### src/rtl/ala_pkg.sv
// ----------------------------------------------------------------------------
// ala_pkg
// Types, widths and constants of the averaged level alarm.
// ----------------------------------------------------------------------------
package ala_pkg;

	// Field widths
	localparam int SAMPLE_W = 12;
	localparam int LEVEL_W  = 12;
	localparam int ENABLE_W = 3;

	// Ring geometry
	localparam int RING_DEPTH = 8;
	localparam int RING_LOG   = $clog2(RING_DEPTH);
	localparam int SLOT_W     = (RING_DEPTH > 1) ? RING_LOG : 1;
	localparam int TOTAL_W    = SAMPLE_W + RING_LOG;

	// Divide by the ring depth as a multiply by a rounded-up reciprocal
	localparam int DIV_SHIFT = TOTAL_W + RING_LOG;
	localparam int RECIP_W   = TOTAL_W + 1;
	localparam int PROD_W    = TOTAL_W + RECIP_W;
	localparam logic [RECIP_W-1:0] RECIP =
		RECIP_W'(((64'd1 << DIV_SHIFT) + 64'(RING_DEPTH) - 64'd1) / 64'(RING_DEPTH));

	// Register reset values
	localparam logic [LEVEL_W-1:0]  WARNING_RST  = 12'd500;
	localparam logic [LEVEL_W-1:0]  ALERT_RST    = 12'd1500;
	localparam logic [LEVEL_W-1:0]  CRITICAL_RST = 12'd2500;
	localparam logic [ENABLE_W-1:0] ENABLE_RST   = 3'd7;

	// Enable bit positions
	localparam int EN_RELAY  = 0;
	localparam int EN_LAMP   = 1;
	localparam int EN_BUZZER = 2;

	// Stream widths
	localparam int S_TDATA_W = 16;
	localparam int M_TDATA_W = 24;

	typedef enum logic [1:0] {
		REG_WARNING  = 2'd0,
		REG_ALERT    = 2'd1,
		REG_CRITICAL = 2'd2,
		REG_ENABLES  = 2'd3
	} cfg_idx_t;

	typedef enum logic [1:0] {
		LVL_SAFE     = 2'd0,
		LVL_WARNING  = 2'd1,
		LVL_ALERT    = 2'd2,
		LVL_CRITICAL = 2'd3
	} level_t;

	// Thresholds and enables handed to the level logic
	typedef struct packed {
		logic [ENABLE_W-1:0] enables;
		logic [LEVEL_W-1:0]  critical;
		logic [LEVEL_W-1:0]  alert;
		logic [LEVEL_W-1:0]  warning;
	} cfg_t;

	// One result beat, average in the lowest bits
	typedef struct packed {
		logic                buzzer_drive;
		logic                lamp_drive;
		logic                relay_drive;
		logic                alarm_active;
		level_t              level;
		logic [SAMPLE_W-1:0] average;
	} result_t;

endpackage

### src/rtl/ala_ring.sv
// ----------------------------------------------------------------------------
// ala_ring
// Sample ring with running total; gives the truncated average after the
// current sample replaces the oldest one.
// ----------------------------------------------------------------------------
module ala_ring import ala_pkg::*; (
	input  logic                clk,
	input  logic                arst_n,
	input  logic                step,
	input  logic [SAMPLE_W-1:0] sample,
	output logic [SAMPLE_W-1:0] average
);

	logic [SAMPLE_W-1:0] ring_q [RING_DEPTH];
	logic [SLOT_W-1:0]   slot_q;
	logic [TOTAL_W-1:0]  total_q;
	logic [TOTAL_W-1:0]  total_next;
	logic [SLOT_W-1:0]   slot_next;
	logic [PROD_W-1:0]   prod;

	// Swap the oldest sample for the new one in the total
	assign total_next = total_q - TOTAL_W'(ring_q[slot_q]) + TOTAL_W'(sample);

	// Wrap the write slot at the ring depth
	assign slot_next = (slot_q == SLOT_W'(RING_DEPTH - 1)) ? '0 : slot_q + SLOT_W'(1);

	// Divide by the depth through the reciprocal
	assign prod    = PROD_W'(total_next) * PROD_W'(RECIP);
	assign average = prod[DIV_SHIFT +: SAMPLE_W];

	// Advance ring, slot and total once per sample
	always_ff @(posedge clk or negedge arst_n) begin
		if (!arst_n) begin
			for (int i = 0; i < RING_DEPTH; i++) begin
				ring_q[i] <= '0;
			end
			slot_q  <= '0;
			total_q <= '0;
		end else if (step) begin
			ring_q[slot_q] <= sample;
			slot_q         <= slot_next;
			total_q        <= total_next;
		end
	end

endmodule

### src/rtl/ala_judge.sv
// ----------------------------------------------------------------------------
// ala_judge
// Threshold classification, alarm latch and relay, lamp and buzzer levels.
// ----------------------------------------------------------------------------
module ala_judge import ala_pkg::*; (
	input  logic                clk,
	input  logic                arst_n,
	input  logic                step,
	input  logic [SAMPLE_W-1:0] average,
	input  cfg_t                cfg,
	output result_t             res
);

	logic   latch_q, relay_q, lamp_q, buzzer_q;
	logic   latch_n, relay_n, lamp_n, buzzer_n;
	level_t level;

	// Classify in priority critical, alert, warning
	always_comb begin
		latch_n = latch_q;
		priority if (average >= cfg.critical) begin
			level   = LVL_CRITICAL;
			latch_n = 1'b1;
		end else if (average >= cfg.alert) begin
			level = LVL_ALERT;
		end else if (average >= cfg.warning) begin
			level = LVL_WARNING;
		end else begin
			level   = LVL_SAFE;
			latch_n = 1'b0;
		end
	end

	// Enabled relay, lamp follow the latch; enabled buzzer: off unlatched, on at critical, else toggles; rest hold
	always_comb begin
		relay_n  = cfg.enables[EN_RELAY] ? latch_n : relay_q;
		lamp_n   = cfg.enables[EN_LAMP]  ? latch_n : lamp_q;
		buzzer_n = buzzer_q;
		if (cfg.enables[EN_BUZZER]) begin
			if (!latch_n) begin
				buzzer_n = 1'b0;
			end else if (level == LVL_CRITICAL) begin
				buzzer_n = 1'b1;
			end else begin
				buzzer_n = !buzzer_q;
			end
		end
	end

	assign res = '{buzzer_drive: buzzer_n, lamp_drive: lamp_n, relay_drive: relay_n,
		alarm_active: latch_n, level: level, average: average};

	// Commit latch and drive levels once per sample
	always_ff @(posedge clk or negedge arst_n) begin
		if (!arst_n) begin
			latch_q  <= 1'b0;
			relay_q  <= 1'b0;
			lamp_q   <= 1'b0;
			buzzer_q <= 1'b0;
		end else if (step) begin
			latch_q  <= latch_n;
			relay_q  <= relay_n;
			lamp_q   <= lamp_n;
			buzzer_q <= buzzer_n;
		end
	end

endmodule

### src/rtl/averaged_level_alarm_top.sv
// Path: an accepted sample is held in the input register; its result beat is loaded
// into the result register when that register is free or being taken.
// Throughput: one sample per cycle while the result stream is not stalled; the ring
// total update and the latch and drive update both lie between input and result register.
// Reset: clears the sample ring, running total, write slot, alarm latch and drive
// levels, and loads the thresholds and enables with their defaults; no beat pending.
// ----------------------------------------------------------------------------
// averaged_level_alarm_top
// Moving-average gas level alarm on a sample stream with a result stream.
// ----------------------------------------------------------------------------
module averaged_level_alarm_top import ala_pkg::*; (
	input  logic                 clk,
	input  logic                 arst_n,
	// Configuration write port
	input  logic                 cfg_we,
	input  logic [1:0]           cfg_index,
	input  logic [LEVEL_W-1:0]   cfg_wdata,
	// Sample stream
	input  logic                 s_tvalid,
	output logic                 s_tready,
	input  logic [S_TDATA_W-1:0] s_tdata,   // [11:0] sample, [15:12] zero
	// Result stream
	output logic                 m_tvalid,
	input  logic                 m_tready,
	output logic [M_TDATA_W-1:0] m_tdata    // [11:0] average, [13:12] level,
	                                        // [14] alarm_active, [15] relay_drive,
	                                        // [16] lamp_drive, [17] buzzer_drive,
	                                        // [23:18] zero
);

	cfg_t                cfg_q;
	logic [SAMPLE_W-1:0] sample_s1;
	logic                valid_s1;
	result_t             res_s2;
	logic                valid_s2;
	logic                adv;
	logic [SAMPLE_W-1:0] average;
	result_t             res;

	// Move stage 1 on when the result register is free or being taken
	assign adv      = valid_s1 && (!valid_s2 || m_tready);
	assign s_tready = !valid_s1 || adv;
	assign m_tvalid = valid_s2;
	assign m_tdata  = M_TDATA_W'(res_s2);

	// Write configuration registers, masked to width
	always_ff @(posedge clk or negedge arst_n) begin
		if (!arst_n) begin
			cfg_q.warning  <= WARNING_RST;
			cfg_q.alert    <= ALERT_RST;
			cfg_q.critical <= CRITICAL_RST;
			cfg_q.enables  <= ENABLE_RST;
		end else if (cfg_we) begin
			unique case (cfg_idx_t'(cfg_index))
				REG_WARNING:  cfg_q.warning  <= cfg_wdata;
				REG_ALERT:    cfg_q.alert    <= cfg_wdata;
				REG_CRITICAL: cfg_q.critical <= cfg_wdata;
				REG_ENABLES:  cfg_q.enables  <= cfg_wdata[ENABLE_W-1:0];
			endcase
		end
	end

	// Hold the accepted sample in the input register
	always_ff @(posedge clk or negedge arst_n) begin
		if (!arst_n) begin
			valid_s1 <= 1'b0;
		end else if (s_tready) begin
			valid_s1 <= s_tvalid;
		end
	end

	always_ff @(posedge clk) begin
		if (s_tready && s_tvalid) begin
			sample_s1 <= s_tdata[SAMPLE_W-1:0];
		end
	end

	ala_ring u_ring (
		.clk     (clk),
		.arst_n  (arst_n),
		.step    (adv),
		.sample  (sample_s1),
		.average (average)
	);

	ala_judge u_judge (
		.clk     (clk),
		.arst_n  (arst_n),
		.step    (adv),
		.average (average),
		.cfg     (cfg_q),
		.res     (res)
	);

	// Load the result register, drop valid once the beat is taken
	always_ff @(posedge clk or negedge arst_n) begin
		if (!arst_n) begin
			valid_s2 <= 1'b0;
		end else if (adv) begin
			valid_s2 <= 1'b1;
		end else if (m_tready) begin
			valid_s2 <= 1'b0;
		end
	end

	always_ff @(posedge clk) begin
		if (adv) begin
			res_s2 <= res;
		end
	end

endmodule

### config.mk
export PLATFORM = sky130hd
export DESIGN_NAME = averaged_level_alarm_top
export DESIGN_NICKNAME = d
export VERILOG_FILES = /design/src/rtl/ala_pkg.sv /design/src/rtl/ala_ring.sv /design/src/rtl/ala_judge.sv /design/src/rtl/averaged_level_alarm_top.sv
export SDC_FILE = /design/constraint.sdc
export NUM_CORES = 1
export LEC_CHECK = 0
export BUFFER_PORTS_ARGS = -buffer_cell sky130_fd_sc_hd__clkbuf_2
export CAP_MARGIN = 25
export CORE_MARGIN = 2
export CORE_UTILIZATION = 63
export CTS_BUF_LIST = sky130_fd_sc_hd__clkbuf_8
export CTS_CLUSTER_SIZE = 16
export DETAILED_ROUTE_END_ITERATION = 10
export HOLD_SLACK_MARGIN = 0.05
export MAX_ROUTING_LAYER = met4
export PLACE_DENSITY = 0.82
export SYNTH_ARGS = -nofsm -noshare
export SYNTH_HDL_FRONTEND = slang
export SYNTH_SLANG_ARGS = --single-unit
### constraint.sdc
create_clock -name clk -period 6.4 [get_ports clk]
set_clock_uncertainty 0.15 [all_clocks]
set_input_delay 0.32 -clock clk [delete_from_list [all_inputs] [get_ports clk]]
set_output_delay 0.32 -clock clk [all_outputs]
set_load 0.02 [all_outputs]
==> results of run 1 <==
## worst paths after layout
| path | depth (start not counted) | endpoint | startpoint | slack (ns) |
|---|---|---|---|---|
| setup / recovery | 20 | m_tdata[15] | u_ring.slot_q[2] | 0.50 |
| hold / removal | 3 | cfg_q[36] | cfg_index[0] | 0.14 |
| setup reg to reg | 20 | m_tdata[15] | u_ring.slot_q[2] | 0.50 |
| hold reg to reg | 2 | u_ring.ring_q[59] | u_ring.ring_q[59] | 0.34 |
| max in group asynchronous | 3 | u_ring.ring_q[65] | arst_n | 4.34 |
| min in group asynchronous | 2 | cfg_q[33] | arst_n | 0.30 |
## cell usage after synthesis (3+ instances only)
| cell type | n |
|---|---|
| dfstp_2 | 21 |
| xor2_1 | 6 |
| inv_1 | 83 |
| clkbuf_1 | 23 |
| dfrtp_1 | 138 |
| nand2b_1 | 3 |
| nand2_1 | 124 |
| o21ai_1 | 5 |
| a211o_1 | 3 |
| a21oi_1 | 33 |
| a211oi_1 | 5 |
| nor2b_1 | 8 |
| nand3_1 | 6 |
| and2_1 | 3 |
| o21ai_0 | 109 |
| nand4_1 | 4 |
| a22oi_1 | 3 |
| nand3b_1 | 5 |
| edfxtp_1 | 30 |
| nor2_1 | 29 |
| a22o_1 | 8 |
| a41oi_1 | 3 |
| and3_1 | 3 |
| a21o_1 | 12 |
| mux2i_1 | 13 |
| xnor2_1 | 6 |
| ha_1 | 53 |
| buf_1 | 5 |
| mux4_2 | 6 |
| o21a_1 | 3 |
| buf_2 | 9 |
| fa_1 | 12 |
| mux2_2 | 65 |
| a31oi_1 | 4 |
| nor3_1 | 5 |
| buf_4 | 7 |
| a221o_1 | 6 |
## kinds of logic after synthesis
logic type | count (synthesis) | share of synthesized area, %
compound gates | 210 | 13.20
simple gates | 199 | 9.110
flops | 189 | 50.96
buf+inv | 128 | 5.380
mux | 86 | 10.67
fa+ha+maj | 65 | 9.383
xor+xnor | 13 | 1.261
other cells | 1 | 0.03895
## worst min-delay path, delay by kind of cell
kind          cells  cell delay, ns
mux               1            0.17
buf+inv           1            0.11
simple gates      1            0.13
## sequential cells by signal, indices dropped and copies added (netlist names), 3 cells and up
register and flops:
m_tdata 18, sample_s1 12, cfg_q 39, u_ring.slot_q 3, u_ring.ring_q 96, u_ring.total_q 15
## stage by stage
step                      hold slack (ns)  setup WS, ns  std cells  utilization [%]  area (um2)
after floorplan                   -0.1256         1.456        896                -        9647
after global placement             0.3062        0.7347       1107            66.81       10080
after detailed placement           0.3027        0.6254       1107            66.81       10080
after CTS                          0.1203        0.6001       1167            71.09       10730
after global routing               0.1591        0.1985       1167            71.09       10730
final                              0.1373        0.5026       1167            71.09       10730
## repair_timing
action | 4_1_cts | 5_1_grt
hold buffers | 28 | 0
endpoints found under the hold margin | 124 | 0
buffers inserted | 0 | 0
## metal layers
metal	vias up	GRT usage [%]	share of wire, %
li1	3225	-	-
met1	3243	33.74	45
met2	155	44.04	50
met3	27	4.271	3.8
met4	0	8.209	1.7
met5	-	-	0
## layout make-up
cell class | instances | area (um2) | share of cell area (%)
clock inverter | 15 | 131.4 | 1.225
inverter | 84 | 315.3 | 2.939
multi-input combinational | 579 | 4228 | 39.41
sequential | 189 | 4906 | 45.74
clock buffer | 17 | 234.0 | 2.181
timing repair buffer | 95 | 676.9 | 6.311
tap | 188 | 235.2 | 2.193
==> flow_summary.ini, run 1 <==
[floorplanning]
die-height_um = 127.6
die-area_um2 = 16290
die-width_um = 127.6
core_area_um2 = 15090
start_util_pct = 63.81
io_pins = 61
rows = 45

[drt]
ant_nets = 0
drtPass1Iterations = 5
routed_wl_mm = 19.53
first_iter_violations = 525
drc = 0
vias_per_cell = 5.698
wire_per_inst_um = 16.73
vias = 6650

[placed_design]
port_buffers = 50
place_hpwl_mm = 13.38
place_congestion = 0.8235

[sta]
setup_tns_ns = 0
setup_viol = 0
period_needed_ns = 5.897
tightest_slew_ns = 0.9707
max_freq_mhz = 169.6
period_share_pct = 92.15
relSlewSlack_pct = 35.11
hold_viol = 0
rsz0062_at_grt = false
drv_slew = 0

[cts]
clock_latency_ns = 0.48
clk_pin_slew_worst_paths_ns = 0.10
htree_levels = 4
numCtsBuffers = 17
cts_root_buffer = clkbuf_8
cts_tree = built
cts_resized = 0
numClockSinks = 189
cts_buffer_depth = 2

[logic_synthesis]
yosysTopAreaCellShare_pct = 35.87
syn_area_per_cell_um2 = 10.81
synthCells = 891
synth_cell_types = 61
netlist_area_um2 = 9628
synth.ff_latch_count = 189
async_reset_ff_share_pct = 84.13
ys_warn_count = 0
yosys.area.top_type = dfrtp_1
synth-edff-count = 30
yosys-top-cells-area = dfrtp_1, edfxtp_1, mux2_2
ys_seq_area_share_pct = 50.96
yosys_most_used_dff = dfrtp_1

[critical_path]
startpoint_type = flip-flop
critPathBufInv = 2
crit_fanout = 16
crit_path_end_kind = flip-flop
path_class = flip-flop to flip-flop
slowest_delay_ns = 0.77
path_cells = buf_4, mux2i_1, nor2_1, a21oi_1, nor2_1, a221o_1, fa_1, inv_1, ha_1, o21ai_0, o21bai_1, a21oi_1, xnor2_1, ha_1, a211oi_1, o21ai_0, a21oi_1, o21ai_0, o21ai_1, a31oi_1
critical-path-top-delay-family = compound AO/OA/AOI/OAI gates
crit_arrival_ns = 5.97
slowest_stage = dfrtp_1
crit_required_ns = 6.47

[min_path]
hold_path_class = primary input to flip-flop

[cells_and_area]
mostFrequentLayoutCells = dfrtp_1, nand2_1, o21ai_0
diodes = 0
final_common_cell = dfrtp_1
area_delta_synth_final_pct = 11.41
fill_cells = 1068
drive_above_1_share_pct = 20.74
nets = 1066

[global_route]
first_global_vias = 6563
antenna_found_initial = 0
grt_use_total_pct = 26.48
grt-ovfl-total = 0
grt_pass1_wl_mm = 32.59
grt_max_degree = 94

[status]
status = finished, final reports clean

[run]
max_cap_violations = 0
Power of run 1 is not shown: default switching activity piles up to over one toggle a cycle in this logic, so the estimate is an artifact.
==> run 2, diff against run 1 <==
Settings changed: CORE_UTILIZATION 63 to 33, GPL_TIMING_DRIVEN set to 0, PLACE_DENSITY 0.82 to 0.49.
==> run 2 against run 1 <==
Via count about the same. Die area increased by 88%. Non-clock buffer count increased by 28. Sequential cell count unchanged. Hold slack got worse by 0.023 ns. Fmax decreased by 2.3%. Register-to-register slack got worse by 0.14 ns. Critical path depth unchanged. Count of clock-buffer cells in the layout unchanged. Critical endpoint unchanged. Largest cell class unchanged.
==> flow_summary.ini, run 2 (synthesized netlist as in run 1, its figures left out) <==
[cts]
cts_root_buffer = clkbuf_8
cts_buffer_depth = 2
htree_levels = 4
numClockSinks = 189
cts_setup_buffers = 0
clock_latency_ns = 0.48
clk_pin_slew_worst_paths_ns = 0.10
numCtsBuffers = 17
cts_tree = built

[status]
status = finished, final reports clean

[cells_and_area]
regMostFlops = u_ring.ring_q
final_common_cell = dfrtp_1
nets = 1094
mostFrequentLayoutCells = dfrtp_1, nand2_1, o21ai_0
diodes = 0
drive_above_1_share_pct = 20.16
fill_cells = 2900
area_delta_synth_final_pct = 15.22
largest_reg_flops = 96

[floorplanning]
die-area_um2 = 30560
io_pins = 61
die-height_um = 174.8
die-width_um = 174.8
core_area_um2 = 28700
rows = 62
start_util_pct = 33.54

[critical_path]
crit_arrival_ns = 6.11
startpoint_type = flip-flop
startpoint = u_ring.slot_q[1]
timing.rr.start = u_ring.slot_q[1]
slowest_delay_ns = 0.48
crit_required_ns = 6.47
path_class = flip-flop to flip-flop
crit_path_end_kind = flip-flop
path_cells = buf_2, buf_2, mux2i_1, o2bb2ai_1, a221o_1, fa_1, inv_1, fa_1, a211o_1, a21oi_4, o21ai_1, a21oi_2, xnor2_1, ha_1, a21oi_1, o21ai_0, a21oi_1, o21ai_0, o21ai_1, a31oi_1
r2r_slack_ns = 0.37
crit_fanout = 10
critPathCapture = m_tdata[15]
r2r-end = m_tdata[15]
slowest_stage = fa_1
rr_worst_depth = 20

[sta]
drv_slew = 0
setup_viol = 0
period_needed_ns = 6.033
tightest_slew_ns = 0.7012
max_freq_mhz = 165.7
rsz0062_at_grt = false
period_share_pct = 94.27
setup_tns_ns = 0
hold_viol = 0
relSlewSlack_pct = 52.92

[drt]
routed_wl_mm = 22.24
ant_nets = 0
vias_per_cell = 4.782
drtPass1Iterations = 5
first_iter_violations = 360
wire_per_inst_um = 15.99
vias = 6652
drc = 0

[placed_design]
place_hpwl_mm = 16.65
port_buffers = 50
place_congestion = 0.7985

[min_path]
min-delay-start = cfg_index[0]
hold_path_class = primary input to flip-flop

[global_route]
grt-ovfl-total = 0
grt_use_total_pct = 15.85
first_global_vias = 6755
antenna_found_initial = 0
grt_pass1_wl_mm = 36.63
grt_max_degree = 106

[run]
max_cap_violations = 0
## run 2: critical path: cells and delay by family (launching register included)
family                   cells  cell delay (ns)
AO/OA/AOI/OAI               12             2.58
adder cells (fa/ha/maj)      3             1.31
buffers and inverters        3             0.76
flip-flops                   1             0.38
multiplexers                 1             0.31
XOR/XNOR                     1             0.29
## run 2: worst min path at each step
stage / end / slack (ns) / cells past startpoint
after detailed placement: cfg_q[29] / 0.18 / 1
after global routing: cfg_q[1] / 0.15 / 4
after global placement: u_ring.ring_q[83] / 0.31 / 2
after floorplan: cfg_q[0] / -0.13 / 0
final: cfg_q[1] / 0.11 / 4
after CTS: cfg_q[1] / 0.09 / 4
## run 2: what timing repair did
| action | 4_1_cts | 5_1_grt |
|---|---|---|
| hold endpoints to repair | 107 | 0 |
| endpoints found under the setup margin | 0 | 6 |
| hold buffers | 28 | 0 |
| resized for setup | 0 | 2 |
## run 2: final cells by class
class | count | area, um2 | share of cell area, %
Buffer | 44 | 203.9 | 1.838
Clock buffer | 17 | 234.0 | 2.109
Timing Repair Buffer | 79 | 566.8 | 5.109
Sequential cell | 189 | 4906 | 44.23
Inverter | 84 | 315.3 | 2.842
Clock inverter | 15 | 148.9 | 1.342
Multi-Input combinational cell | 579 | 4238 | 38.20
Tap cell | 384 | 480.5 | 4.331
## run 2: stage by stage
stage | worst slack [ns] | utilization, % | hold WS, ns | cells | cell area [um2]
2_1_floorplan | 1.456 | - | -0.1256 | 896 | 9647
3_3_place_gp | 0.2673 | 36.16 | 0.3077 | 1330 | 10380
3_5_place_dp | 0.2989 | 36.29 | 0.1783 | 1331 | 10420
4_1_cts | 0.2614 | 38.60 | 0.08880 | 1391 | 11080
5_1_grt | 0.07422 | 38.65 | 0.1458 | 1391 | 11090
6_report | 0.3667 | 38.65 | 0.1142 | 1391 | 11090
## run 2: routing by layer
layer	global-route usage, %	up-vias	share of wire (%)
met1	20.64	3258	48
met3	2.654	14	3.1
met5	-	-	0
li1	-	3277	-
met2	25.81	103	48
met4	3.958	0	0.96
Power of run 2 is left out for the same reason.
